$ cat src/rtl/s256_pkg.sv
package s256_pkg;

    localparam int WordW    = 32;
    localparam int BlkWords = 16;
    localparam int Rounds   = 64;
    localparam int CountW   = 61;

    localparam logic [7:0] PadByte = 8'h80;

    typedef logic [WordW-1:0] word_t;

    localparam word_t INIT_HASH [8] = '{
        32'h6a09e667, 32'hbb67ae85, 32'h3c6ef372, 32'ha54ff53a,
        32'h510e527f, 32'h9b05688c, 32'h1f83d9ab, 32'h5be0cd19};

    localparam word_t ROUND_K [64] = '{
        32'h428a2f98, 32'h71374491, 32'hb5c0fbcf, 32'he9b5dba5,
        32'h3956c25b, 32'h59f111f1, 32'h923f82a4, 32'hab1c5ed5,
        32'hd807aa98, 32'h12835b01, 32'h243185be, 32'h550c7dc3,
        32'h72be5d74, 32'h80deb1fe, 32'h9bdc06a7, 32'hc19bf174,
        32'he49b69c1, 32'hefbe4786, 32'h0fc19dc6, 32'h240ca1cc,
        32'h2de92c6f, 32'h4a7484aa, 32'h5cb0a9dc, 32'h76f988da,
        32'h983e5152, 32'ha831c66d, 32'hb00327c8, 32'hbf597fc7,
        32'hc6e00bf3, 32'hd5a79147, 32'h06ca6351, 32'h14292967,
        32'h27b70a85, 32'h2e1b2138, 32'h4d2c6dfc, 32'h53380d13,
        32'h650a7354, 32'h766a0abb, 32'h81c2c92e, 32'h92722c85,
        32'ha2bfe8a1, 32'ha81a664b, 32'hc24b8b70, 32'hc76c51a3,
        32'hd192e819, 32'hd6990624, 32'hf40e3585, 32'h106aa070,
        32'h19a4c116, 32'h1e376c08, 32'h2748774c, 32'h34b0bcb5,
        32'h391c0cb3, 32'h4ed8aa4a, 32'h5b9cca4f, 32'h682e6ff3,
        32'h748f82ee, 32'h78a5636f, 32'h84c87814, 32'h8cc70208,
        32'h90befffa, 32'ha4506ceb, 32'hbef9a3f7, 32'hc67178f2};

    localparam logic FuncAbsorb = 1'b0;
    localparam logic FuncFinish = 1'b1;

    // request from the control unit to the compression core
    typedef struct packed {
        logic start;
        logic load_init;
    } core_ctl_t;

    typedef struct packed {
        logic busy;
        logic done;
    } core_sts_t;

    function automatic word_t rotr(input word_t v, input int n);
        rotr = (v >> n) | (v << (WordW - n));
    endfunction

endpackage

$ cat src/rtl/s256_ram.sv
module s256_ram #(
    parameter int Width = 8,
    parameter int Depth = 64
) (
    input  logic                     clk,
    input  logic                     we,
    input  logic [$clog2(Depth)-1:0] waddr,
    input  logic [Width-1:0]         wdata,
    input  logic [$clog2(Depth)-1:0] raddr,
    output logic [Width-1:0]         rdata
);

    logic [Width-1:0] mem [Depth];

    always_ff @(posedge clk)
    begin
        if (we)
        begin
            mem[waddr] <= wdata;
        end
        rdata <= mem[raddr];
    end

endmodule

$ cat src/rtl/s256_core.sv
// compression core: message schedule in a 16-word window, one round per cycle,
// chaining value kept in an 8-entry ram read and written one word a cycle
module s256_core (
    input  logic                    clk,
    input  logic                    rst_n,
    input  s256_pkg::core_ctl_t     ctl,
    // block words, loaded in order before start
    input  logic                    w_load,
    input  s256_pkg::word_t         w_data,
    output s256_pkg::core_sts_t     sts,
    input  logic [2:0]              hv_raddr,
    output s256_pkg::word_t         hv_rdata
);

    typedef enum logic [4:0] {
        S_IDLE  = 5'b00001,
        S_LOAD  = 5'b00010,
        S_ROUND = 5'b00100,
        S_ADD   = 5'b01000,
        S_INIT  = 5'b10000
    } cst_t;

    cst_t            state_reg, state_next;
    logic [6:0]      cnt_reg, cnt_next;
    s256_pkg::word_t win_reg [16];
    s256_pkg::word_t v_reg [8];
    s256_pkg::word_t v_next [8];
    s256_pkg::word_t new_w;
    s256_pkg::word_t w_cur;
    s256_pkg::word_t t1, t2, s0, s1, ch, mj;

    logic            hv_we;
    logic [2:0]      hv_waddr, hv_ra;
    s256_pkg::word_t hv_wdata, hv_q;

    s256_ram #(.Width(s256_pkg::WordW), .Depth(8)) u_hv (
        .clk(clk), .we(hv_we), .waddr(hv_waddr), .wdata(hv_wdata),
        .raddr(hv_ra), .rdata(hv_q)
    );

    assign hv_rdata = hv_q;

    always_comb
    begin
        s0 = s256_pkg::rotr(win_reg[1], 7) ^ s256_pkg::rotr(win_reg[1], 18)
           ^ (win_reg[1] >> 3);
        s1 = s256_pkg::rotr(win_reg[14], 17) ^ s256_pkg::rotr(win_reg[14], 19)
           ^ (win_reg[14] >> 10);
        new_w = win_reg[0] + s0 + win_reg[9] + s1;
        w_cur = win_reg[0];
        ch = (v_reg[4] & v_reg[5]) ^ (~v_reg[4] & v_reg[6]);
        mj = (v_reg[0] & v_reg[1]) ^ (v_reg[0] & v_reg[2]) ^ (v_reg[1] & v_reg[2]);
        t1 = v_reg[7] + (s256_pkg::rotr(v_reg[4], 6) ^ s256_pkg::rotr(v_reg[4], 11)
           ^ s256_pkg::rotr(v_reg[4], 25)) + ch + s256_pkg::ROUND_K[cnt_reg[5:0]] + w_cur;
        t2 = (s256_pkg::rotr(v_reg[0], 2) ^ s256_pkg::rotr(v_reg[0], 13)
           ^ s256_pkg::rotr(v_reg[0], 22)) + mj;
        v_next[0] = t1 + t2;
        v_next[1] = v_reg[0];
        v_next[2] = v_reg[1];
        v_next[3] = v_reg[2];
        v_next[4] = v_reg[3] + t1;
        v_next[5] = v_reg[4];
        v_next[6] = v_reg[5];
        v_next[7] = v_reg[6];
    end

    // load: read hv words 0..7 into v (cnt 0..8, the ram read is registered)
    // add: read hv words, write back sum
    always_comb
    begin
        state_next = state_reg;
        cnt_next   = cnt_reg;
        hv_we      = 1'b0;
        hv_waddr   = 3'd0;
        hv_wdata   = hv_q;
        hv_ra      = hv_raddr;
        sts.done   = 1'b0;
        case (state_reg)
            S_IDLE:
            begin
                if (ctl.load_init)
                begin
                    state_next = S_INIT;
                    cnt_next   = 7'd0;
                end
                else if (ctl.start)
                begin
                    state_next = S_LOAD;
                    cnt_next   = 7'd0;
                end
            end
            S_INIT:
            begin
                hv_we    = 1'b1;
                hv_waddr = cnt_reg[2:0];
                hv_wdata = s256_pkg::INIT_HASH[cnt_reg[2:0]];
                cnt_next = cnt_reg + 7'd1;
                if (cnt_reg == 7'd7)
                begin
                    state_next = S_IDLE;
                    sts.done   = 1'b1;
                end
            end
            S_LOAD:
            begin
                hv_ra    = cnt_reg[2:0];
                cnt_next = cnt_reg + 7'd1;
                if (cnt_reg == 7'd8)
                begin
                    state_next = S_ROUND;
                    cnt_next   = 7'd0;
                end
            end
            S_ROUND:
            begin
                cnt_next = cnt_reg + 7'd1;
                if (cnt_reg == 7'd63)
                begin
                    state_next = S_ADD;
                    cnt_next   = 7'd0;
                end
            end
            S_ADD:
            begin
                hv_ra    = cnt_reg[2:0];
                hv_we    = (cnt_reg != 7'd0);
                hv_waddr = 3'(cnt_reg - 7'd1);
                hv_wdata = hv_q + v_reg[0];
                cnt_next = cnt_reg + 7'd1;
                if (cnt_reg == 7'd8)
                begin
                    state_next = S_IDLE;
                    sts.done   = 1'b1;
                end
            end
            default:
            begin
                state_next = S_IDLE;
            end
        endcase
        sts.busy = (state_reg != S_IDLE);
    end

    always_ff @(posedge clk or negedge rst_n)
    begin
        if (!rst_n)
        begin
            state_reg <= S_INIT;
            cnt_reg   <= 7'd0;
        end
        else
        begin
            state_reg <= state_next;
            cnt_reg   <= cnt_next;
        end
    end

    always_ff @(posedge clk)
    begin
        if (w_load)
        begin
            for (int i = 0; i < 15; i++)
            begin
                win_reg[i] <= win_reg[i+1];
            end
            win_reg[15] <= w_data;
        end
        else if (state_reg == S_ROUND)
        begin
            for (int i = 0; i < 15; i++)
            begin
                win_reg[i] <= win_reg[i+1];
            end
            win_reg[15] <= new_w;
        end
        case (state_reg)
            S_LOAD:
            begin
                // shift words in at v[7] so v[0] ends with hv0
                if (cnt_reg != 7'd0)
                begin
                    for (int i = 0; i < 7; i++)
                    begin
                        v_reg[i] <= v_reg[i+1];
                    end
                    v_reg[7] <= hv_q;
                end
            end
            S_ROUND:
            begin
                for (int i = 0; i < 8; i++)
                begin
                    v_reg[i] <= v_next[i];
                end
            end
            S_ADD:
            begin
                if (cnt_reg != 7'd0)
                begin
                    for (int i = 0; i < 7; i++)
                    begin
                        v_reg[i] <= v_reg[i+1];
                    end
                    v_reg[7] <= v_reg[0];
                end
            end
            default:
            begin
            end
        endcase
    end

endmodule

$ cat src/rtl/sha256_stream_hasher.sv
// channel | dir | handshake          | payload
// s_axis  | in  | tvalid/tready      | tdata[7:0] data_byte, tuser func
// m_axis  | out | tvalid/tready      | tdata[31:0] digest_word, tlast last_word
//
// absorb only writes the byte ram; the 64th byte of a block holds off input while
// the block is fetched from the byte ram, the core is started, loads the hash ram,
// runs 64 rounds and writes back the sum. finish runs one or two padded blocks the
// same way, emits eight words, each read from the hash ram and then offered, then
// rewrites the initial hash ram, and after reset that rewrite runs before any request.
// output stalls hold the word steady; the last word may still wait at the next request.
module sha256_stream_hasher (
    input  logic        clk,
    input  logic        rst_n,
    input  logic        s_axis_tvalid,
    output logic        s_axis_tready,
    input  logic [7:0]  s_axis_tdata,   // data_byte
    input  logic        s_axis_tuser,   // func
    output logic        m_axis_tvalid,
    input  logic        m_axis_tready,
    output logic [31:0] m_axis_tdata,   // digest_word
    output logic        m_axis_tlast    // last_word
);

    typedef enum logic [6:0] {
        T_IDLE  = 7'b0000001,
        T_PAD   = 7'b0000010,
        T_FEED  = 7'b0000100,
        T_COMP  = 7'b0001000,
        T_EMIT  = 7'b0010000,
        T_OUT   = 7'b0100000,
        T_INIT  = 7'b1000000
    } tst_t;

    tst_t        state_reg, state_next;
    logic [5:0]  fill_reg, fill_next;
    logic [60:0] count_reg, count_next;
    logic        fin_reg, fin_next;       // finishing message
    logic        two_reg, two_next;       // second padded block pending
    logic        second_reg, second_next; // working on second block
    logic [6:0]  idx_reg, idx_next;       // byte index during feed/pad
    logic [2:0]  wi_reg, wi_next;         // output word index
    logic [31:0] acc_reg, acc_next;
    logic        ovalid_reg, ovalid_next;
    logic [31:0] odata_reg, odata_next;
    logic        olast_reg, olast_next;

    logic        ram_we;
    logic [5:0]  ram_wa, ram_ra;
    logic [7:0]  ram_wd, ram_q;
    logic        rd_v_reg;
    logic [5:0]  rd_i_reg;

    s256_pkg::core_ctl_t ctl;
    s256_pkg::core_sts_t sts;
    logic        w_load;
    logic [7:0]  fbyte;
    logic [63:0] bits;
    logic [2:0]  hv_ra;
    s256_pkg::word_t hv_q;
    logic        acc;

    s256_ram #(.Width(8), .Depth(64)) u_buf (
        .clk(clk), .we(ram_we), .waddr(ram_wa), .wdata(ram_wd),
        .raddr(ram_ra), .rdata(ram_q)
    );

    s256_core u_core (
        .clk(clk), .rst_n(rst_n), .ctl(ctl), .w_load(w_load), .w_data(acc_next),
        .sts(sts), .hv_raddr(hv_ra), .hv_rdata(hv_q)
    );

    assign acc  = s_axis_tvalid && s_axis_tready;
    assign bits = {count_reg, 3'b000};

    // byte of the current (possibly padded) block at the read index
    always_comb
    begin
        logic [6:0] p;
        p = {second_reg, rd_i_reg};
        if (!fin_reg || p < {1'b0, fill_reg})
        begin
            fbyte = ram_q;
        end
        else if (p == {1'b0, fill_reg})
        begin
            fbyte = s256_pkg::PadByte;
        end
        else if ((two_reg || second_reg) ? (p >= 7'd120) : (p >= 7'd56 && p < 7'd64))
        begin
            fbyte = bits[8*(7 - p[2:0]) +: 8];
        end
        else
        begin
            fbyte = 8'h00;
        end
    end

    always_comb
    begin
        state_next   = state_reg;
        fill_next    = fill_reg;
        count_next   = count_reg;
        fin_next     = fin_reg;
        two_next     = two_reg;
        second_next  = second_reg;
        idx_next     = idx_reg;
        wi_next      = wi_reg;
        acc_next     = acc_reg;
        ovalid_next  = ovalid_reg;
        odata_next   = odata_reg;
        olast_next   = olast_reg;
        ram_we       = 1'b0;
        ram_wa       = fill_reg;
        ram_wd       = s_axis_tdata;
        ram_ra       = idx_reg[5:0];
        ctl          = '0;
        w_load       = 1'b0;
        hv_ra        = wi_reg;
        s_axis_tready = 1'b0;

        if (ovalid_reg && m_axis_tready)
        begin
            ovalid_next = 1'b0;
        end
        if (rd_v_reg)
        begin
            acc_next = {acc_reg[23:0], fbyte};
            w_load   = (rd_i_reg[1:0] == 2'd3);
        end

        case (state_reg)
            T_IDLE:
            begin
                s_axis_tready = 1'b1;
                if (acc)
                begin
                    if (s_axis_tuser == s256_pkg::FuncAbsorb)
                    begin
                        ram_we     = 1'b1;
                        fill_next  = fill_reg + 6'd1;
                        count_next = count_reg + 61'd1;
                        if (fill_reg == 6'd63)
                        begin
                            state_next = T_FEED;
                            idx_next   = 7'd0;
                        end
                    end
                    else
                    begin
                        fin_next    = 1'b1;
                        two_next    = (fill_reg > 6'd55);
                        second_next = 1'b0;
                        state_next  = T_FEED;
                        idx_next    = 7'd0;
                    end
                end
            end
            T_FEED:
            begin
                // read 64 bytes, one a cycle, packed into words for the core
                idx_next = idx_reg + 7'd1;
                if (idx_reg == 7'd63)
                begin
                    state_next = T_PAD;
                end
            end
            T_PAD:
            begin
                // last byte lands this cycle, then start
                state_next = T_COMP;
                ctl.start  = 1'b1;
            end
            T_COMP:
            begin
                if (sts.done)
                begin
                    if (!fin_reg)
                    begin
                        state_next = T_IDLE;
                    end
                    else if (two_reg && !second_reg)
                    begin
                        second_next = 1'b1;
                        state_next  = T_FEED;
                        idx_next    = 7'd0;
                    end
                    else
                    begin
                        state_next = T_EMIT;
                        wi_next    = 3'd0;
                    end
                end
            end
            T_EMIT:
            begin
                // hv ram read address already set to wi; data next cycle
                state_next = T_OUT;
            end
            T_OUT:
            begin
                if (!ovalid_reg || m_axis_tready)
                begin
                    ovalid_next = 1'b1;
                    odata_next  = hv_q;
                    olast_next  = (wi_reg == 3'd7);
                    wi_next     = wi_reg + 3'd1;
                    if (wi_reg == 3'd7)
                    begin
                        state_next = T_INIT;
                        ctl.load_init = 1'b1;
                    end
                    else
                    begin
                        state_next = T_EMIT;
                        hv_ra      = wi_reg + 3'd1;
                    end
                end
            end
            T_INIT:
            begin
                fill_next  = 6'd0;
                count_next = 61'd0;
                fin_next   = 1'b0;
                two_next   = 1'b0;
                second_next = 1'b0;
                if (sts.done)
                begin
                    state_next = T_IDLE;
                end
            end
            default:
            begin
                state_next = T_IDLE;
            end
        endcase
    end

    always_ff @(posedge clk or negedge rst_n)
    begin
        if (!rst_n)
        begin
            state_reg  <= T_INIT;
            fill_reg   <= 6'd0;
            count_reg  <= 61'd0;
            fin_reg    <= 1'b0;
            two_reg    <= 1'b0;
            second_reg <= 1'b0;
            idx_reg    <= 7'd0;
            wi_reg     <= 3'd0;
            ovalid_reg <= 1'b0;
            rd_v_reg   <= 1'b0;
        end
        else
        begin
            state_reg  <= state_next;
            fill_reg   <= fill_next;
            count_reg  <= count_next;
            fin_reg    <= fin_next;
            two_reg    <= two_next;
            second_reg <= second_next;
            idx_reg    <= idx_next;
            wi_reg     <= wi_next;
            ovalid_reg <= ovalid_next;
            rd_v_reg   <= (state_reg == T_FEED);
        end
    end

    always_ff @(posedge clk)
    begin
        acc_reg   <= acc_next;
        odata_reg <= odata_next;
        olast_reg <= olast_next;
        rd_i_reg  <= idx_reg[5:0];
    end

    assign m_axis_tvalid = ovalid_reg;
    assign m_axis_tdata  = odata_reg;
    assign m_axis_tlast  = olast_reg;

endmodule

$ cat config.mk
export PLATFORM = sky130hd
export DESIGN_NAME = sha256_stream_hasher
export DESIGN_NICKNAME = d
export VERILOG_FILES = /design/src/rtl/s256_pkg.sv /design/src/rtl/s256_ram.sv /design/src/rtl/s256_core.sv /design/src/rtl/sha256_stream_hasher.sv
export SDC_FILE = /design/constraint.sdc
export NUM_CORES = 2
export LEC_CHECK = 0
export BUFFER_PORTS_ARGS = -buffer_cell sky130_fd_sc_hd__buf_2
export CAP_MARGIN = 20
export CORE_MARGIN = 1.5
export CORE_UTILIZATION = 45
export CTS_CLUSTER_DIAMETER = 80
export DETAILED_ROUTE_END_ITERATION = 12
export PLACE_DENSITY = 0.71
export SLEW_MARGIN = 20
export SYNTH_ARGS = -nofsm -noshare
export SYNTH_HDL_FRONTEND = slang
export SYNTH_SLANG_ARGS = --single-unit
$ cat constraint.sdc
create_clock -name clk -period 14.5 [get_ports clk]
set_input_delay 0.725 -clock clk [delete_from_list [all_inputs] [get_ports clk]]
set_output_delay 0.725 -clock clk [all_outputs]
set_load 0.05 [all_outputs]
# Yosys cells after proc, flatten, opt, wreduce, memory -nomap -nowiden
# Memories as Yosys holds them, arrays and structs flattened. A register that Yosys moved wholly into a read port is not among the register bits.
# Index checks and enable logic that the tools add are counted.
# Widths: inputs -> output; s select.
[totals]
register_bits = 172
latchBits = 0
ramBits = 1536
rom_bits = 2304
input_bits = 13
out_inout_bits = 35
wordCells = 303
n_memories = 6
[memory_table]
columns = ["name", "depth", "width", "rd", "rd_ports_with_merged_regs", "write_ports", "line_no", "rtl"]
rows = [
  ["(no name shown)", 64, 32, 1, 0, 0, "s256_core.sv:54", "^ s256_pkg::rotr(v_reg[4], 25)) + ch + s256_pkg::ROUND_K[cnt_reg[5:0]] + w_cur;"],
  ["u_buf.mem", 64, 8, 1, 1, 1, "s256_ram.sv:13", "logic [Width-1:0] mem [Depth];"],
  ["u_core.win_reg", 16, 32, 16, 0, 16, "s256_core.sv:25", "s256_pkg::word_t win_reg [16];"],
  ["(no name shown)", 8, 32, 1, 0, 0, "s256_core.sv:96", "hv_wdata = s256_pkg::INIT_HASH[cnt_reg[2:0]];"],
  ["u_core.u_hv.mem", 8, 32, 1, 1, 1, "s256_ram.sv:13", ""],
  ["u_core.v_reg", 8, 32, 8, 0, 8, "s256_core.sv:26", "s256_pkg::word_t v_reg [8];"],
]
[classes]
addsub = 18
n_mul = 0
div_mod_pow = 0
n_lt_le_gt_ge = 7
eq_ne = 36
n_shift = 1
muxes = 131
n_bitwise = 61
n_reduce_logical = 27
[op_table]
columns = ["operator", "n"]
rows = [
  ["$mux 32", 37],
  ["$add 32x32->32", 11],
  ["$xor 32x32->32", 9],
  ["$and 32x32->32", 5],
  ["$mux 7", 18],
  ["$mux 61", 2],
  ["$pmux 61 s2", 1],
  ["$pmux 32 s2", 1],
  ["$shiftx 64x33->8", 1],
  ["$add 61x1->61 const B", 1],
  ["$pmux 7 s7", 1],
  ["$mux 5", 8],
  ["$mux 1", 39],
  ["$not 32->32", 1],
  ["$or 1x1->1", 32],
  ["$or 10x32->32", 1],
  ["$or 13x32->32", 1],
  ["$or 14x32->32", 1],
  ["$or 15x32->32", 1],
  ["$or 19x32->32", 1],
  ["$or 21x32->32", 1],
  ["$or 25x32->32", 1],
  ["$or 26x32->32", 1],
  ["$or 30x32->32", 1],
  ["other kinds (57)", 105],
]

# Depth between registers and ports, before layout
# An unclocked memory read counts as a cell.
[logic_depth]
ltp_word = 11
depth_mapped = 39
ltp_nobuf = 37

# Cells and area by module
# From an unflattened synthesis, not the netlist that was laid out.
[unflattened]
cells_unflattened = 6005
hier_area_um2 = 83561.4
[modules_own_cells]
columns = ["module", "instances", "cells_each", "area_each_um2", "seq_area_each_um2"]
rows = [
  ["s256_core", 1, 3920, 45169.6, 23363.7],
  ["s256_ram at u_buf", 1, 922, 20070.5, 15534.9],
  ["s256_ram at u_core.u_hv", 1, 415, 10466.3, 8328.0],
  ["sha256_stream_hasher", 1, 748, 7855.0, 3980.1],
]

# Worst setup path before layout
# Ideal clock, no wire load.
[synth_path]
path_type = "register to register"
startpoint = "reg u_core.state_reg[4]"
endpoint = "mem u_core.win_reg[0][0] in the netlist's numbering, enable pin"
setup_ns = 3.632
arrival_time_ns = 9.851
required_ns = 10.868
path_slack_ns = 1.016
stages_incl_launch_ff = 7
path_buffers = 3
period_less_slack_ns = 13.484
path_cell_list = "dfstp_2 nor2_1 nand3_1 clkbuf_1 clkbuf_1 clkbuf_1 nand2_1"
[synth_rtl]
columns = ["element", "line_no", "rtl"]
rows = [
  ["start: declaration", "s256_core.sv:23", "cst_t state_reg, state_next;"],
  ["start signal: assignment", "s256_core.sv:153", "state_reg <= state_next;"],
  ["end: declaration", "s256_core.sv:25", ""],
]

==> results.json <==
{
  "ys_types": 83,
  "core_area_mm2": 0.1835,
  "fin_util_pct": 50.35,
  "crit_path_end": "u_core.v_reg[0][29]",
  "syn_area_mm2": 0.08322,
  "rsz0062_at_grt": "no",
  "antenna_found_initial": 3,
  "portBuffers": 47,
  "grt_max_degree": 207,
  "worstPathMaxFanout": 13,
  "cp.required_ns": 15.09,
  "ys_ff_latch": 1748,
  "cts_htree_levels": 4,
  "wl_met2_mm": 100.3,
  "cts.root.buffer_cell": "clkbuf_16",
  "worstSetupPathType": "flip-flop to flip-flop",
  "run_status": "finished clean",
  "slew_headroom_pct": 17.63,
  "layout_min_cycle_time_ns": 10.45,
  "wl_mm": 221.2,
  "nNetsFinal": 6373,
  "cellPowerDensity_mw_per_mm2": 234.4,
  "drt_iter0_drc": 5578,
  "stdcell_count": 8606,
  "cap_violations": 0,
  "finalCritPeriodShare_pct": 72.07,
  "reg2reg_depth": 33,
  "clk_pin_slew_ns": 0.07,
  "maxSlewViolCount": 0,
  "crit_path_max_incr_delay_ns": 0.93,
  "p_leak_uw": 0.03257,
  "synth_top_cell_by_area": "edfxtp_1",
  "worst_slew_pin_slew_ns": 1.223,
  "syn_nets": 6374,
  "chipWidth_um": 433.0,
  "hold_path_class": "flip-flop to flip-flop",
  "globalRouteOverflowTotal": 0,
  "synth_seq_area_share_pct": 61.53,
  "die_area_mm2": 0.1875,
  "drc": 0,
  "met1Wirelength_mm": 92.95,
  "min_from": "u_core.win_reg[0][430]",
  "post_drt_via_cell_ratio": 5.806,
  "fin_worst_skew_ns": 0.06420,
  "grt_pass1_vias": 48780,
  "dr.max_layer_used": "met4",
  "ctsResizeCount": 0,
  "hold_buffers": 1,
  "drtAntennaViolNets": 0,
  "dp_cells": 8263,
  "finalHoldViolations": 0,
  "setup_tns_ns": 0,
  "r2r_start": "u_core.cnt_reg[1]",
  "postSynthCellCount": 5984,
  "io_pins": 48,
  "synth_edf_count": 1569,
  "firstDrtPassIters": 6,
  "worstSetupEndpointType": "flip-flop",
  "setup_viol": 0,
  "cts_made_buffers": 180,
  "startpoint_type": "flip-flop",
  "globalplace.congestion": 0.9617,
  "synth_ff_type": "edfxtp_1",
  "timing.rr.end": "u_core.v_reg[0][29]",
  "rrSetupSlack_ns": 4.05,
  "synthArstFlopShare_pct": 5.778,
  "slowest_stage": "o21ai_0",
  "cts_sinks": 1748,
  "postSynthAreaPerCell_um2": 13.91,
  "dpl_cell_area_mm2": 0.08609,
  "cts_buffer_depth": 3,
  "yosysTopAreaCellShare_pct": 56.62,
  "vias": 49970,
  "worstPathArrival_ns": 11.04,
  "vdd_drop_max_v": 0.0002684,
  "drive_gt1_share_pct": 13.70,
  "cts_tree": "done",
  "dp_hpwl_mm": 151.0,
  "cp_common_cell": "a21oi_1",
  "placementRows": 157,
  "area_growth_pct": 11.00,
  "synth_area_leaders": "edfxtp_1 57%, mux4_2 6.8%, fa_1 4.5%, xnor2_1 3.1%, nand2_1 3.1%",
  "crit_start": "u_core.cnt_reg[1]",
  "wl_met3_mm": 17.87,
  "fin_hold_ws_ns": 0.3618,
  "insertion_delay_ns": 0.87,
  "start_util_pct": 45.36,
  "grt_pass1_wl_mm": 326.1,
  "final_area_mm2": 0.09237,
  "wl_per_cell_um": 25.71,
  "track_usage_pct": 23.60,
  "cts_setup_buffers": 0,
  "fmax_ghz": 0.09570,
  "yosys_warnings": 0,
  "die_h_um": 433.0
}
## critical path: cells and delay by family (launching register included)
family / cells / cell delay [ns]
flops: 1 / 0.36
buf+inv: 3 / 0.95
compound gates: 20 / 5.08
simple gates: 2 / 0.31
xor+xnor: 1 / 0.23
fa+ha+maj: 7 / 3.30
## final cells by class
cell class,instances,area (µm²)
Antenna cell,3,7.507
Clock buffer,232,4921
Clock inverter,106,1287
Fill cell,15290,91100
Inverter,339,1272
Multi-Input combinational cell,3595,29730
Sequential cell,1748,51220
Tap cell,2464,3083
Timing Repair Buffer,119,849.6
## kinds of logic (layout without fill, tap and decap cells)
group	count (synthesis)	count (layout)	synth area share [%]
mux	409	409	8.850
other cells	0	3	0
flops	1748	1748	61.53
fa+ha+maj	395	395	7.581
xor+xnor	448	448	4.715
compound gates	947	947	7.054
simple gates	1396	1396	7.336
buf+inv	641	796	2.933
## worst min-delay path by stage
stage / to / slack, ns / cells after the start
2_1_floorplan: rd_i_reg[3] / 0.35 / 0
3_3_place_gp: u_core.win_reg[0][391] / 0.40 / 0
4_1_cts: second_reg / 0.34 / 3
6_report: u_core.win_reg[0][398] / 0.36 / 0
3_5_place_dp: u_core.win_reg[0][118] / 0.40 / 0
5_1_grt: u_core.win_reg[0][398] / 0.36 / 0
## cell usage in the layout (no fill, tap or decap), types with 18 or more instances in the layout
master     synthesis  layout
edfxtp_1        1569    1569
nand2_1          682     680
inv_1            336     335
nor2_1           337     329
xnor2_1          296     296
a21oi_1          287     286
mux4_2           250     250
o21ai_0          244     234
ha_1             189     189
fa_1             188     188
clkbuf_16          0     181
xor2_1           152     152
mux2_2           114     114
dfrtp_1           99      92
nand3_1           81      79
a21o_1            78      78
dfxtp_1           78      78
buf_4              6      76
nor3_1            67      65
mux2i_1           45      45
o22ai_1           41      41
nand4_1           38      38
buf_2              9      38
a211oi_1          37      37
a31oi_1           31      31
clkbuf_1         247      31
or3_1             30      30
and3_1            30      29
nand2b_1          26      26
o21a_1            26      26
clkinv_1           3      26
clkinv_2           0      26
o21bai_1          24      24
o211ai_1          22      22
nor2b_1           20      20
clkbuf_8           0      20
maj3_1            18      18
## synthesized netlist by cell type (all sizes together), types with 38 or more instances
master     n
ha       189
mux2     114
clkbuf   248
nor2     341
buf       54
a21oi    287
mux4     250
o22ai     41
nand3     81
nand4     38
edfxtp  1569
xor2     152
o21ai    246
nand2    682
a21o      78
dfrtp     99
xnor2    296
mux2i     45
nor3      68
dfxtp     78
inv      336
fa       188
## layer usage
metal / vias up / GRT usage, %
met3: 431 / 4.244
met4: 0 / 10.05
met2: 2193 / 35.87
met5: - / 0
met1: 25360 / 33.48
li1: 21980 / -
## metrics by stage
stage	total power [µW]	setup slack, ns
final	21650	4.050
after global routing	22840	3.545
after CTS	21520	4.195
after detailed placement	16680	4.240
after global placement	16540	4.344
after floorplan	13920	1.016
## report_power, final
| part | switching, µW | internal [µW] | leakage (µW) |
|---|---|---|---|
| registers | 291 | 5810 | 0.0161 |
| clock network | 2030 | 2740 | 0.00300 |
| logic | 6470 | 4320 | 0.0135 |
Note: power is estimated with default switching activity, not from simulation.
